### src/rtl/core/ffsa_pkg.sv
`timescale 1ns / 1ps
// ----------------------------------------------------------------------------
// ffsa_pkg: shared codes for the first-fit segment allocator
// Operation codes and result status codes used by the unit and its checker.
// ----------------------------------------------------------------------------
package ffsa_pkg;

  // operation codes
  localparam logic [1:0] FUNC_ALLOC = 2'd0;
  localparam logic [1:0] FUNC_FREE  = 2'd1;
  localparam logic [1:0] FUNC_QUERY = 2'd2;
  localparam logic [1:0] FUNC_INIT  = 2'd3;

  // result status codes
  localparam logic [2:0] STATUS_OK       = 3'd0;
  localparam logic [2:0] STATUS_NO_FIT   = 3'd1;
  localparam logic [2:0] STATUS_FULL     = 3'd2;
  localparam logic [2:0] STATUS_BAD_HDL  = 3'd3;
  localparam logic [2:0] STATUS_ZERO_REQ = 3'd4;

endpackage

### src/rtl/core/ffsa_ram.sv
`timescale 1ns / 1ps
// ----------------------------------------------------------------------------
// ffsa_ram: generic simple dual-port RAM
// One write port, one read port, read data registered.
// ----------------------------------------------------------------------------
module ffsa_ram #(
  parameter int WIDTH = 33,
  parameter int DEPTH = 32
) (
  input  logic                     clk,
  input  logic                     wr_en,
  input  logic [$clog2(DEPTH)-1:0] wr_addr,
  input  logic [WIDTH-1:0]         wr_data,
  input  logic [$clog2(DEPTH)-1:0] rd_addr,
  output logic [WIDTH-1:0]         rd_data
);

  logic [WIDTH-1:0] mem [DEPTH];

  // write and registered read
  always_ff @(posedge clk) begin
    if (wr_en) begin
      mem[wr_addr] <= wr_data;
    end
    rd_data <= mem[rd_addr];
  end

endmodule

### src/rtl/core/first_fit_segment_allocator_unit.sv
`timescale 1ns / 1ps
// ----------------------------------------------------------------------------
// first_fit_segment_allocator_unit: first-fit allocator with coalescing
// Segment table (start, length, used) held in one RAM in offset order.
// Allocate, free and query walk the table entry by entry.
// ----------------------------------------------------------------------------
//  channel   direction  handshake              payload
//  in_       input      start & !busy          func, req_units, handle
//  out_      output     out_valid strobe       status, handle_out, seg_units, ...
//  cfg_      input      cfg_valid & cfg_ready  pool_units
//
// Initialize and immediate rejects answer in the cycle after start. Allocate
// and free take the search, a shift of the entries above the touched one
// (one per cycle, through the single RAM read port; skipped when an allocate
// fits exactly) and a rescan of the table for the largest free segment.
// Synchronous active-low reset empties the table; the RAM needs no
// clearing. The result is a one-cycle strobe and cannot be stalled.
module first_fit_segment_allocator_unit #(
  parameter int MAX_SEGMENTS = 32,
  parameter int UNIT_BITS    = 16
) (
  input  logic                                 clk,
  input  logic                                 rst_n,
  // command
  input  logic                                 start,
  output logic                                 busy,
  input  logic [1:0]                           in_func,
  input  logic [UNIT_BITS-1:0]                 in_req_units,
  input  logic [UNIT_BITS-1:0]                 in_handle,
  // result
  output logic                                 out_valid,
  output logic [2:0]                           out_status,
  output logic [UNIT_BITS-1:0]                 out_handle_out,
  output logic [UNIT_BITS-1:0]                 out_seg_units,
  output logic                                 out_seg_used,
  output logic [UNIT_BITS-1:0]                 out_total_allocated,
  output logic [UNIT_BITS-1:0]                 out_total_free,
  output logic [$clog2(MAX_SEGMENTS+1)-1:0]    out_segment_count,
  output logic [UNIT_BITS-1:0]                 out_largest_free,
  // configuration
  input  logic                                 cfg_valid,
  output logic                                 cfg_ready,
  input  logic [UNIT_BITS-1:0]                 cfg_pool_units
);
  import ffsa_pkg::*;

  localparam int IW = $clog2(MAX_SEGMENTS);
  localparam int CW = $clog2(MAX_SEGMENTS + 1);
  localparam int UB = UNIT_BITS;
  localparam int EW = 1 + 2 * UB;
  localparam logic [CW-1:0] CNT_ONE = CW'(1);
  localparam logic [CW-1:0] CNT_MAX = CW'(MAX_SEGMENTS);

  // sequencer states
  localparam logic [2:0] S_IDLE = 3'd0;
  localparam logic [2:0] S_SRCH = 3'd1;
  localparam logic [2:0] S_NB0  = 3'd2;
  localparam logic [2:0] S_NB1  = 3'd3;
  localparam logic [2:0] S_NB2  = 3'd4;
  localparam logic [2:0] S_SHF  = 3'd5;
  localparam logic [2:0] S_FIN  = 3'd6;
  localparam logic [2:0] S_SCAN = 3'd7;

  logic [2:0]    state_r, state_nxt;
  logic [1:0]    func_r, func_nxt;
  logic [UB-1:0] req_r, req_nxt;
  logic [UB-1:0] hdl_r, hdl_nxt;
  logic [CW-1:0] k_r, k_nxt;
  logic          chk_r, chk_nxt;
  logic [IW-1:0] chk_idx_r, chk_idx_nxt;
  logic [IW-1:0] idx_r, idx_nxt;
  logic [EW-1:0] ent_r, ent_nxt;
  logic [EW-1:0] nbr_r, nbr_nxt;
  logic [IW-1:0] sh_src_r, sh_src_nxt;
  logic [CW-1:0] sh_left_r, sh_left_nxt;
  logic          sh_up_r, sh_up_nxt;
  logic          sh_vld_r, sh_vld_nxt;
  logic [IW-1:0] sh_dst_r, sh_dst_nxt;
  logic [1:0]    sh_d_r, sh_d_nxt;
  logic [CW-1:0] count_r, count_nxt;
  logic [UB-1:0] used_tot_r, used_tot_nxt;
  logic [UB-1:0] pool_r, pool_nxt;
  logic [UB-1:0] large_r, large_nxt;
  logic [UB-1:0] lg_r, lg_nxt;
  logic [UB-1:0] pool_cfg_r;
  logic [2:0]    res_status_r, res_status_nxt;
  logic [UB-1:0] res_hout_r, res_hout_nxt;
  logic [UB-1:0] res_units_r, res_units_nxt;
  logic          res_used_r, res_used_nxt;
  logic          out_valid_r, out_valid_nxt;

  // RAM ports
  logic          wr_en;
  logic [IW-1:0] wr_addr;
  logic [EW-1:0] wr_data;
  logic [IW-1:0] rd_addr;
  logic [EW-1:0] rd_data;

  // fields of entries
  logic          r_used, e_used, n_used;
  logic [UB-1:0] r_start, e_start, n_start;
  logic [UB-1:0] r_len, e_len, n_len;
  logic          issue, hit, last, mn, mp;
  logic [CW-1:0] s0;
  logic [UB-1:0] merged;

  assign {r_used, r_start, r_len} = rd_data;
  assign {e_used, e_start, e_len} = ent_r;
  assign {n_used, n_start, n_len} = nbr_r;

  ffsa_ram #(
    .WIDTH (EW),
    .DEPTH (MAX_SEGMENTS)
  ) u_seg_ram (
    .clk     (clk),
    .wr_en   (wr_en),
    .wr_addr (wr_addr),
    .wr_data (wr_data),
    .rd_addr (rd_addr),
    .rd_data (rd_data)
  );

  // sequencer next state
  always_comb begin
    state_nxt      = state_r;
    func_nxt       = func_r;
    req_nxt        = req_r;
    hdl_nxt        = hdl_r;
    k_nxt          = k_r;
    chk_nxt        = chk_r;
    chk_idx_nxt    = chk_idx_r;
    idx_nxt        = idx_r;
    ent_nxt        = ent_r;
    nbr_nxt        = nbr_r;
    sh_src_nxt     = sh_src_r;
    sh_left_nxt    = sh_left_r;
    sh_up_nxt      = sh_up_r;
    sh_vld_nxt     = sh_vld_r;
    sh_dst_nxt     = sh_dst_r;
    sh_d_nxt       = sh_d_r;
    count_nxt      = count_r;
    used_tot_nxt   = used_tot_r;
    pool_nxt       = pool_r;
    large_nxt      = large_r;
    lg_nxt         = lg_r;
    res_status_nxt = res_status_r;
    res_hout_nxt   = res_hout_r;
    res_units_nxt  = res_units_r;
    res_used_nxt   = res_used_r;
    out_valid_nxt  = 1'b0;
    wr_en          = 1'b0;
    wr_addr        = '0;
    wr_data        = '0;
    rd_addr        = k_r[IW-1:0];
    issue          = 1'b0;
    hit            = 1'b0;
    last           = (CW'(chk_idx_r) == count_r - CNT_ONE);
    mn             = 1'b0;
    mp             = 1'b0;
    s0             = '0;
    merged         = '0;

    unique case (state_r)
      S_IDLE: begin
        if (start) begin
          func_nxt       = in_func;
          req_nxt        = in_req_units;
          hdl_nxt        = in_handle;
          res_status_nxt = STATUS_OK;
          res_hout_nxt   = in_handle;
          res_units_nxt  = '0;
          res_used_nxt   = 1'b0;
          if (in_func == FUNC_INIT) begin
            wr_en         = 1'b1;
            wr_data       = {1'b0, {UB{1'b0}}, pool_cfg_r};
            count_nxt     = CNT_ONE;
            used_tot_nxt  = '0;
            pool_nxt      = pool_cfg_r;
            large_nxt     = pool_cfg_r;
            out_valid_nxt = 1'b1;
          end else if (in_func == FUNC_ALLOC && in_req_units == '0) begin
            res_status_nxt = STATUS_ZERO_REQ;
            out_valid_nxt  = 1'b1;
          end else if (count_r == '0) begin
            res_status_nxt = (in_func == FUNC_ALLOC) ? STATUS_NO_FIT : STATUS_BAD_HDL;
            out_valid_nxt  = 1'b1;
          end else begin
            state_nxt = S_SRCH;
            k_nxt     = '0;
            chk_nxt   = 1'b0;
          end
        end
      end

      // walk entries, one read per cycle, compare the previous beat
      S_SRCH: begin
        issue       = (k_r < count_r);
        k_nxt       = issue ? k_r + CNT_ONE : k_r;
        chk_nxt     = issue;
        chk_idx_nxt = k_r[IW-1:0];
        if (chk_r) begin
          hit = (func_r == FUNC_ALLOC) ? (!r_used && r_len >= req_r) : (r_start == hdl_r);
          if (hit) begin
            idx_nxt = chk_idx_r;
            ent_nxt = rd_data;
            priority if (func_r == FUNC_QUERY) begin
              res_units_nxt = r_len;
              res_used_nxt  = r_used;
              out_valid_nxt = 1'b1;
              state_nxt     = S_IDLE;
            end else if (func_r == FUNC_FREE) begin
              if (!r_used) begin
                res_status_nxt = STATUS_BAD_HDL;
                out_valid_nxt  = 1'b1;
                state_nxt      = S_IDLE;
              end else begin
                res_units_nxt = r_len;
                used_tot_nxt  = used_tot_r - r_len;
                state_nxt     = S_NB0;
              end
            end else if (r_len > req_r && count_r == CNT_MAX) begin
              res_status_nxt = STATUS_FULL;
              out_valid_nxt  = 1'b1;
              state_nxt      = S_IDLE;
            end else begin
              wr_en         = 1'b1;
              wr_addr       = chk_idx_r;
              wr_data       = {1'b1, r_start, req_r};
              res_hout_nxt  = r_start;
              res_units_nxt = req_r;
              res_used_nxt  = 1'b1;
              used_tot_nxt  = used_tot_r + req_r;
              if (r_len > req_r) begin
                sh_src_nxt  = IW'(count_r - CNT_ONE);
                sh_left_nxt = count_r - CNT_ONE - CW'(chk_idx_r);
                sh_up_nxt   = 1'b1;
                sh_vld_nxt  = 1'b0;
                state_nxt   = S_SHF;
              end else begin
                k_nxt     = '0;
                chk_nxt   = 1'b0;
                lg_nxt    = '0;
                state_nxt = S_SCAN;
              end
            end
          end else if (last) begin
            res_status_nxt = (func_r == FUNC_ALLOC) ? STATUS_NO_FIT : STATUS_BAD_HDL;
            out_valid_nxt  = 1'b1;
            state_nxt      = S_IDLE;
          end
        end
      end

      // fetch the neighbors of the freed entry
      S_NB0: begin
        rd_addr   = idx_r + IW'(1);
        state_nxt = S_NB1;
      end

      S_NB1: begin
        nbr_nxt   = rd_data;
        rd_addr   = idx_r - IW'(1);
        state_nxt = S_NB2;
      end

      // merge, write the survivor, set up the down shift
      S_NB2: begin
        mn     = (CW'(idx_r) + CNT_ONE < count_r) && !n_used;
        mp     = (idx_r != '0) && !r_used;
        merged = e_len + (mn ? n_len : '0) + (mp ? r_len : '0);
        wr_en  = 1'b1;
        if (mp) begin
          wr_addr = idx_r - IW'(1);
          wr_data = {1'b0, r_start, merged};
        end else begin
          wr_addr = idx_r;
          wr_data = {1'b0, e_start, merged};
        end
        s0          = CW'(idx_r) + CNT_ONE + CW'(mn);
        sh_src_nxt  = s0[IW-1:0];
        sh_left_nxt = count_r - s0;
        sh_d_nxt    = 2'(mn) + 2'(mp);
        count_nxt   = count_r - CW'(mn) - CW'(mp);
        sh_up_nxt   = 1'b0;
        sh_vld_nxt  = 1'b0;
        state_nxt   = S_SHF;
      end

      // move entries one slot per cycle: read src, write next beat
      S_SHF: begin
        issue      = (sh_left_r != '0);
        rd_addr    = sh_src_r;
        sh_vld_nxt = issue;
        if (issue) begin
          sh_src_nxt  = sh_up_r ? sh_src_r - IW'(1) : sh_src_r + IW'(1);
          sh_left_nxt = sh_left_r - CNT_ONE;
          sh_dst_nxt  = sh_up_r ? sh_src_r + IW'(1) : sh_src_r - IW'(sh_d_r);
        end
        if (sh_vld_r) begin
          wr_en   = 1'b1;
          wr_addr = sh_dst_r;
          wr_data = rd_data;
        end
        if (!issue && !sh_vld_r) begin
          if (sh_up_r) begin
            state_nxt = S_FIN;
          end else begin
            k_nxt     = '0;
            chk_nxt   = 1'b0;
            lg_nxt    = '0;
            state_nxt = S_SCAN;
          end
        end
      end

      // write the split-off remainder
      S_FIN: begin
        wr_en     = 1'b1;
        wr_addr   = idx_r + IW'(1);
        wr_data   = {1'b0, e_start + req_r, e_len - req_r};
        count_nxt = count_r + CNT_ONE;
        k_nxt     = '0;
        chk_nxt   = 1'b0;
        lg_nxt    = '0;
        state_nxt = S_SCAN;
      end

      // rescan for the largest free segment
      S_SCAN: begin
        issue       = (k_r < count_r);
        k_nxt       = issue ? k_r + CNT_ONE : k_r;
        chk_nxt     = issue;
        chk_idx_nxt = k_r[IW-1:0];
        if (chk_r) begin
          if (!r_used && r_len > lg_r) begin
            lg_nxt = r_len;
          end
          if (last) begin
            large_nxt     = lg_nxt;
            out_valid_nxt = 1'b1;
            state_nxt     = S_IDLE;
          end
        end
      end

      default: begin
        state_nxt = S_IDLE;
      end
    endcase
  end

  // control registers
  always_ff @(posedge clk) begin
    if (!rst_n) begin
      state_r     <= S_IDLE;
      chk_r       <= 1'b0;
      sh_vld_r    <= 1'b0;
      count_r     <= '0;
      used_tot_r  <= '0;
      pool_r      <= '0;
      large_r     <= '0;
      pool_cfg_r  <= '0;
      out_valid_r <= 1'b0;
    end else begin
      state_r     <= state_nxt;
      chk_r       <= chk_nxt;
      sh_vld_r    <= sh_vld_nxt;
      count_r     <= count_nxt;
      used_tot_r  <= used_tot_nxt;
      pool_r      <= pool_nxt;
      large_r     <= large_nxt;
      out_valid_r <= out_valid_nxt;
      if (cfg_valid && cfg_ready) begin
        pool_cfg_r <= cfg_pool_units;
      end
    end
  end

  // payload registers
  always_ff @(posedge clk) begin
    func_r       <= func_nxt;
    req_r        <= req_nxt;
    hdl_r        <= hdl_nxt;
    k_r          <= k_nxt;
    chk_idx_r    <= chk_idx_nxt;
    idx_r        <= idx_nxt;
    ent_r        <= ent_nxt;
    nbr_r        <= nbr_nxt;
    sh_src_r     <= sh_src_nxt;
    sh_left_r    <= sh_left_nxt;
    sh_up_r      <= sh_up_nxt;
    sh_dst_r     <= sh_dst_nxt;
    sh_d_r       <= sh_d_nxt;
    lg_r         <= lg_nxt;
    res_status_r <= res_status_nxt;
    res_hout_r   <= res_hout_nxt;
    res_units_r  <= res_units_nxt;
    res_used_r   <= res_used_nxt;
  end

  // ports
  assign busy                = (state_r != S_IDLE);
  assign cfg_ready           = 1'b1;
  assign out_valid           = out_valid_r;
  assign out_status          = res_status_r;
  assign out_handle_out      = res_hout_r;
  assign out_seg_units       = res_units_r;
  assign out_seg_used        = res_used_r;
  assign out_total_allocated = used_tot_r;
  assign out_total_free      = pool_r - used_tot_r;
  assign out_segment_count   = count_r;
  assign out_largest_free    = large_r;

endmodule

### config.mk
export PLATFORM = sky130hd
export DESIGN_NAME = first_fit_segment_allocator_unit
export DESIGN_NICKNAME = d
export VERILOG_FILES = /design/src/rtl/core/ffsa_pkg.sv /design/src/rtl/core/ffsa_ram.sv /design/src/rtl/core/first_fit_segment_allocator_unit.sv
export SDC_FILE = /design/constraint.sdc
export NUM_CORES = 2
export LEC_CHECK = 0
export ABC_AREA = 1
export BUFFER_PORTS_ARGS = -buffer_cell sky130_fd_sc_hd__buf_4
export CORE_ASPECT_RATIO = 0.6
export CORE_MARGIN = 10
export CORE_UTILIZATION = 35
export CTS_CLUSTER_SIZE = 8
export DETAILED_ROUTE_END_ITERATION = 10
export MAX_ROUTING_LAYER = met4
export SLEW_MARGIN = 20
export SYNTH_ARGS = -nofsm -noshare
export SYNTH_HDL_FRONTEND = slang
export SYNTH_SLANG_ARGS = --single-unit
### constraint.sdc
create_clock -name clk -period 4.9 [get_ports clk]
set_clock_uncertainty 0.15 [all_clocks]
set_input_delay 0.245 -clock clk [delete_from_list [all_inputs] [get_ports clk]]
set_output_delay 0.245 -clock clk [all_outputs]
set_load 0.02 [all_outputs]
Yosys cells after proc, flatten, opt, wreduce, memory -nomap -nowiden
Memories as Yosys holds them, arrays and structs flattened. A register that Yosys moved wholly into a read port is not among the register bits.
Cells that the tools add are included.
{"block": "op_classes", "n_addsub": 23, "multipliers": 0, "n_div": 0, "order_cmp": 5, "eq_ne": 40, "n_shift": 0, "muxes": 185, "n_bitwise": 0, "reduce_logical": 45}
{"op": "$mux W16", "count": 39}
{"op": "$mux W33", "count": 6}
{"op": "$pmux W33 S5", "count": 1}
{"op": "$mux W6", "count": 22}
{"op": "$pmux W16 S2", "count": 4}
{"op": "$mux W5", "count": 16}
{"op": "$mux W3", "count": 22}
{"op": "$add A16 B16 Y16", "count": 4}
{"op": "$pmux W16 S4", "count": 1}
{"op": "$mux W1", "count": 54}
{"op": "$sub A16 B16 Y16", "count": 3}
{"op": "$reduce_and A7 Y1", "count": 6}
{"op": "$pmux W6 S3", "count": 2}
{"op": "$ne A2 B2 Y1 const B", "count": 17}
{"op": "$gt A16 B16 Y1", "count": 2}
{"op": "$mux W32", "count": 1}
{"op": "$pmux W5 S3", "count": 2}
{"op": "$pmux W6 S5", "count": 1}
{"op": "$pmux W3 S8", "count": 1}
{"op": "$pmux W5 S4", "count": 1}
{"op": "$eq A16 B16 Y1", "count": 1}
{"op": "$ge A16 B16 Y1", "count": 1}
{"op": "$logic_not A16 Y1", "count": 1}
{"op": "$reduce_and A8 Y1", "count": 2}
{"op": "45 further kinds", "count": 88}
{"block": "word_totals", "regBits": 262, "latchBits": 0, "ram_bits": 1056, "mem_bits_ro": 0, "inputBits": 54, "output_inout_bits": 93, "wordCells": 326, "n_memories": 1}
{"memory": "u_seg_ram.mem", "depth": 32, "width": 33, "read_ports": 1, "rd_ports_with_merged_regs": 1, "wr": 1, "line_no": "ffsa_ram.sv:18", "text": "logic [WIDTH-1:0] mem [DEPTH];"}

Longest topological paths before layout
{"block": "depth", "ltp_word": 10, "depth_mapped": 26, "mapped_depth_nobuf": 25}

Cells and area by module
Synthesis repeated with hierarchy kept, for this count alone.
{"block": "hier_totals", "hier_cells": 5885, "area_unflattened_um2": 61450.2}
{"module": "ffsa_ram", "n_inst": 1, "cells_per_inst": 3645, "area_each_um2": 43680.6, "seq_area_each_um2": 32371.0}
{"module": "first_fit_segment_allocator_unit", "n_inst": 1, "cells_per_inst": 2240, "area_each_um2": 17769.5, "seq_area_each_um2": 6626.4}

Worst setup path after synthesis
OpenSTA, ideal clock, no wires.
{"block": "synth_path", "path_kind": "register -> register", "from": "register idx_r[0]", "to": "memory u_seg_ram.mem[0][11], data pin", "setup_ps": 455, "t_arrival_ps": 4747, "t_required_ps": 4295, "slack_ps": -452, "path_stages_with_launch": 26, "path_buffers": 0, "synth_period_minus_slack_ps": 5352, "path_cell_list": "edfxtp_1 ha_1 nand3_1 xor2_1 inv_1 ha_1 nand2_1 a21oi_1 nor3b_1 nand2_1 inv_1 nand2_1 fa_1 inv_1 ha_1 fa_1 nand3_1 nand2_1 nand2_1 nand2_1 o21ai_0 o21bai_1 a21oi_1 xnor2_1 a21oi_1 o21ai_0"}
{"block": "synth_between", "elab_chain_len": 8, "word_cells_on_any_way": 11, "classes_between": "add/sub: 3; order compare: 1; mux: 4; reduce/logical: 3"}
{"item": "start: declaration", "line_no": "first_fit_segment_allocator_unit.sv:71", "text": "logic [IW-1:0] idx_r, idx_nxt;"}
{"item": "start signal: assignment", "line_no": "first_fit_segment_allocator_unit.sv:386", "text": "idx_r <= idx_nxt;"}
{"item": "$add A5 B1 Y6", "line_no": "first_fit_segment_allocator_unit.sv:268", "text": "mn = (CW'(idx_r) + CNT_ONE < count_r) && !n_used;"}
{"item": "$lt A6 B6 Y1", "line_no": "first_fit_segment_allocator_unit.sv:268"}
{"item": "$logic_and A1 B1 Y1", "line_no": "first_fit_segment_allocator_unit.sv:268"}
{"item": "$mux W16", "line_no": "first_fit_segment_allocator_unit.sv:270", "text": "merged = e_len + (mn ? n_len : '0) + (mp ? r_len : '0);"}
{"item": "$add A16 B16 Y16", "line_no": "first_fit_segment_allocator_unit.sv:270"}
{"item": "$add A16 B16 Y16 (*)", "line_no": "first_fit_segment_allocator_unit.sv:270"}
{"item": "$mux W32 (*)", "line_no": "first_fit_segment_allocator_unit.sv:272", "text": "if (mp) begin"}
{"item": "$pmux W33 S5 (*)", "line_no": "first_fit_segment_allocator_unit.sv:163", "text": "unique case (state_r)"}
{"item": "via u_seg_ram.wr_data[11]", "line_no": "ffsa_ram.sv:13", "text": "input logic [WIDTH-1:0] wr_data,"}
{"item": "end: declaration", "line_no": "ffsa_ram.sv:18"}
The timed path passes the listed nets; every way through them passes the cells marked *.

Worst setup path after layout
{"block": "layout_path", "from": "register req_r[1]", "to": "memory u_seg_ram.mem[15][1] (enable)"}
{"block": "layout_between", "elab_chain_len": 10, "word_cells_on_any_way": 19, "classes_between": "order compare: 2; mux: 15; reduce/logical: 2"}
{"item": "start: declaration", "line_no": "first_fit_segment_allocator_unit.sv:66", "text": "logic [UB-1:0] req_r, req_nxt;"}
{"item": "start signal: assignment", "line_no": "first_fit_segment_allocator_unit.sv:382", "text": "req_r <= req_nxt;"}
{"item": "$gt A16 B16 Y1", "line_no": "first_fit_segment_allocator_unit.sv:221", "text": "end else if (r_len > req_r && count_r == CNT_MAX) begin"}
{"item": "$logic_and A1 B1 Y1", "line_no": "first_fit_segment_allocator_unit.sv:221"}
{"item": "$mux W1", "line_no": "first_fit_segment_allocator_unit.sv:221"}
{"item": "$mux W1", "line_no": "first_fit_segment_allocator_unit.sv:211", "text": "end else if (func_r == FUNC_FREE) begin"}
{"item": "$mux W1", "line_no": "first_fit_segment_allocator_unit.sv:206", "text": "priority if (func_r == FUNC_QUERY) begin"}
{"item": "$mux W1", "line_no": "first_fit_segment_allocator_unit.sv:203", "text": "if (hit) begin"}
{"item": "$mux W1", "line_no": "first_fit_segment_allocator_unit.sv:201", "text": "if (chk_r) begin"}
{"item": "$pmux W1 S4", "line_no": "first_fit_segment_allocator_unit.sv:163"}
{"item": "$mux W1", "line_no": "ffsa_ram.sv:22", "text": "if (wr_en) begin"}
{"item": "$mux W1 (not written as such)", "line_no": "ffsa_ram.sv:23", "text": "mem[wr_addr] <= wr_data;"}
Several ways; a longest one is shown, not always the timed one.

==> metrics.md <==
| Metric | Value |
|---|---|
| Status | `finished, final reports clean` |
| Initial core utilization | `35.2%` |
| Cell count after placement | `8143` |
| Detail-routed net length per standard cell | `23.7 um` |
| Max_cap viols | `0` |
| Instance count along the most critical hold path | `2` |
| Crit Path Max Fanout | `17` |
| Sink count of the clock tree | `1335` |
| Final critical-path required period | `4900 ps` |
| WP data arrival | `5160 ps` |
| Ratio of total power to cell area | `408 mW/mm2` |
| FP Rows | `119` |
| Final core area utilization | `42.2%` |
| Total global routing track utilization | `20.6%` |
| Sequential share of the synthesized area | `63.3%` |
| Initial drt markers | `5741` |
| Top FF cell, synth | `edfxtp_1` |
| Root buf cell | `clkbuf_16` |
| Overall die area | `0.194 mm2` |
| Cell Count, Final, Fillers Out | `8510` |
| Worst Reg2Reg Path Length in Cells | `15` |
| Final period utilization | `99.9%` |
| Setup Viol. Count Final | `0` |
| Die extent in y | `345 um` |
| Post-synthesis net count | `5880` |
| Number of remaining DRC errors | `0` |
| Setup repair after global routing missed its margin | `yes` |
| Share of synthesized flip-flops with an asynchronous set or reset | `0%` |
| Width of the die | `561 um` |
| Worst setup path class | `flip-flop to flip-flop` |
| CTS buffer count | `192` |
| TritonCTS clock tree | `built` |
| Placer's final routability congestion estimate | `1.01` |
| Distinct cell type count of the synthesized netlist | `57` |
| Warnings, synthesis | `0` |
| Clock H-tree levels | `4` |
| Top achievable clock speed | `204 MHz` |
| Total overflow reported by the global router | `0` |
| Nets | `6302` |
| Final Hold Fails | `0` |
| Total power consumption of the routed design | `30.1 mW` |
| Synthesized flop and latch total | `1335` |
| Max-slew violation total from the final report | `0` |
| Worst relative slew slack | `31.0%` |
| Static leakage | `28.4 nW` |
| Type of the tightest min-delay check | `primary input to flip-flop` |
| Largest net degree at the start of global routing | `187` |
| Average footprint of a synthesized cell | `10.9 um2` |
| Layout fillers | `16.5k` |
| Peak supply drop | `0.300 mV` |
| Boundary pin count | `147` |
| Layout-stage area growth over the synthesis result | `19.9%` |
| Antenna violations before repair | `5` |
| DR pass1 iterations | `6` |
| Later-pin clock latency in the skew report | `830 ps` |
| Proportion of layout cells with a drive suffix above 1 | `12.0%` |
| Slew at the pin closest to its max-slew limit | `1030 ps` |
| Cell area after synthesis | `0.0616 mm2` |
| First-pass GRT wire length | `290 mm` |
| Number of port buffers | `145` |
| Number of synthesized flops with an enable pin | `1226` |
| Detailed placer's ending HPWL | `138 mm` |
| Startpoint type of the worst setup path | `flip-flop` |
| Required time of the worst setup path | `5160 ps` |
| Via count of the first global-routing pass | `41.2k` |
| Clock Pin Slew Worst Setup and Hold Paths | `70 ps` |
| Aggregate routed wire length | `202 mm` |
| Core Box Area | `0.175 mm2` |
| Vias/cell | `5.29` |
| Buffer depth of the longest clock path | `4` |
| Antenna Violating Nets Remaining | `0` |
| CP endpoint kind | `flip-flop` |
| DR vias | `45.0k` |
| Number of instances in the synthesized netlist | `5655` |
-- cell usage in the layout (no fill, tap or decap), types with 8 or more instances in the layout --
| cell type | count |
|---|---|
| clkbuf_1 | 65 |
| o21ai_2 | 11 |
| nand2_1 | 984 |
| inv_2 | 17 |
| o211ai_1 | 542 |
| a31oi_1 | 10 |
| inv_1 | 799 |
| edfxtp_1 | 1226 |
| nand3_1 | 556 |
| xnor2_1 | 31 |
| buf_4 | 354 |
| nor3_1 | 21 |
| o22ai_1 | 8 |
| a21oi_1 | 227 |
| o21ai_0 | 151 |
| dfxtp_1 | 109 |
| dlygate4sd3_1 | 96 |
| a221oi_1 | 11 |
| nor2_2 | 8 |
| fa_1 | 23 |
| ha_1 | 143 |
| o21a_1 | 45 |
| nor2_1 | 201 |
| nand4_1 | 36 |
| buf_12 | 58 |
| clkbuf_16 | 196 |
| xor2_1 | 51 |
| or2_2 | 10 |
| nor2_4 | 35 |
-- repair_timing --
action                                  4_1_cts  5_1_grt
gates resized for setup                       0       24
hold buffers                                 96        0
hold endpoints to repair                     98        0
setup buffers                                 0        2
endpoints found under the setup margin        0      260
-- worst max-delay path, cell delays in order, from the launching register on --
cell and delay [ps]:
edfxtp_1 690, clkinvlp_4 510, ha_1 460, nand2_1 60
nor2_1 100, nand3_1 240, nand3_1 190, nand2_1 80
nand2_1 110, nand3_1 150, nor2_2 390, nand2_1 100
nand2_1 220, nand3_1 400, nor2_4 240, buf_4 410
-- metrics by stage --
stage               setup WS [ps]  hold slack (ps)  cell area, um2  setup TNS (ps)
finish                       4.33             48.2           73800               0
global route                -41.1             17.6           73800            -741
CTS                          63.8             17.4           73700               0
detailed placement            133              285           67500               0
global placement            -18.6              287           67500            -750
floorplan                    8.26              194           61600               0
-- where the power goes --
group | internal [mW] | switching, mW | total (mW)
clock network | 7.14 | 4.78 | 11.9
registers | 12.7 | 0.302 | 13.0
logic | 1.68 | 3.50 | 5.18
-- cell families after synthesis --
family,synth area share [%]
DFF,63.3
xor gates and xnor gates,1.22
other,0.00609
adders and majority gates,3.77
and+or+nand+nor,13.0
AOI/OAI and AO/OA,11.6
buffers and inverters,7.10
-- registers in the layout, summed over array words and instances (netlist names), 3 cells and up --
register	flops
chk_idx_r	5
ent_r	32
hdl_r	16
idx_r	5
k_r	6
lg_r	16
nbr_r	17
out_handle_out	16
out_largest_free	16
out_seg_units	16
out_segment_count	6
out_status	3
out_total_allocated	16
pool_cfg_r	16
pool_r	16
req_r	16
sh_dst_r	5
sh_left_r	6
sh_src_r	5
state_r	3
u_seg_ram.mem	1056
u_seg_ram.rd_data	33
-- synthesized netlist by cell type, drive strengths merged (13+ instances only) --
| cell | n | area [um2] |
|---|---|---|
| a21oi | 232 | 1160 |
| edfxtp | 1226 | 36800 |
| clkbuf | 129 | 485 |
| xor2 | 54 | 480 |
| nor3 | 23 | 120 |
| nand4 | 36 | 225 |
| o211ai | 543 | 4080 |
| buf | 155 | 791 |
| o2111ai | 13 | 114 |
| nand3 | 557 | 2790 |
| dfxtp | 109 | 2180 |
| xnor2 | 31 | 272 |
| nor2 | 244 | 943 |
| o21ai | 169 | 846 |
| nand2 | 991 | 3740 |
| o21a | 45 | 338 |
| inv | 819 | 3070 |
| ha | 147 | 1840 |
| fa | 24 | 480 |
-- routing by layer --
metal / global-route usage, % / vias up / part of all wire [%]
li1: - / 20800 / -
met1: 31.3 / 21800 / 48
met2: 25.7 / 2212 / 38
met3: 7.72 / 239 / 13
met4: 3.43 / 0 / 1.5
met5: - / - / 0
-- final timing paths --
path                 startpoint                   end  slack [ps]
hold reg to reg       pool_r[0]             pool_r[0]         320
setup reg to reg       req_r[1]  u_seg_ram.mem[15][1]           4
setup / recovery       req_r[1]  u_seg_ram.mem[15][1]           4
hold / removal    in_handle[10]             hdl_r[10]          50
-- area by class of cell --
class / count / area (um2) / area share (%)
sequential: 1335 / 39000 / 52.8
multi-input combinational: 3212 / 18700 / 25.3
clock buffer: 260 / 5120 / 6.94
timing repair buffer: 512 / 4840 / 6.56
inverter: 824 / 3100 / 4.20
tap: 2359 / 2950 / 4.00
clock inverter: 4 / 75.1 / 0.102
antenna: 4 / 10.0 / 0.0136
No activity file was read; power rests on OpenSTA's default activity.
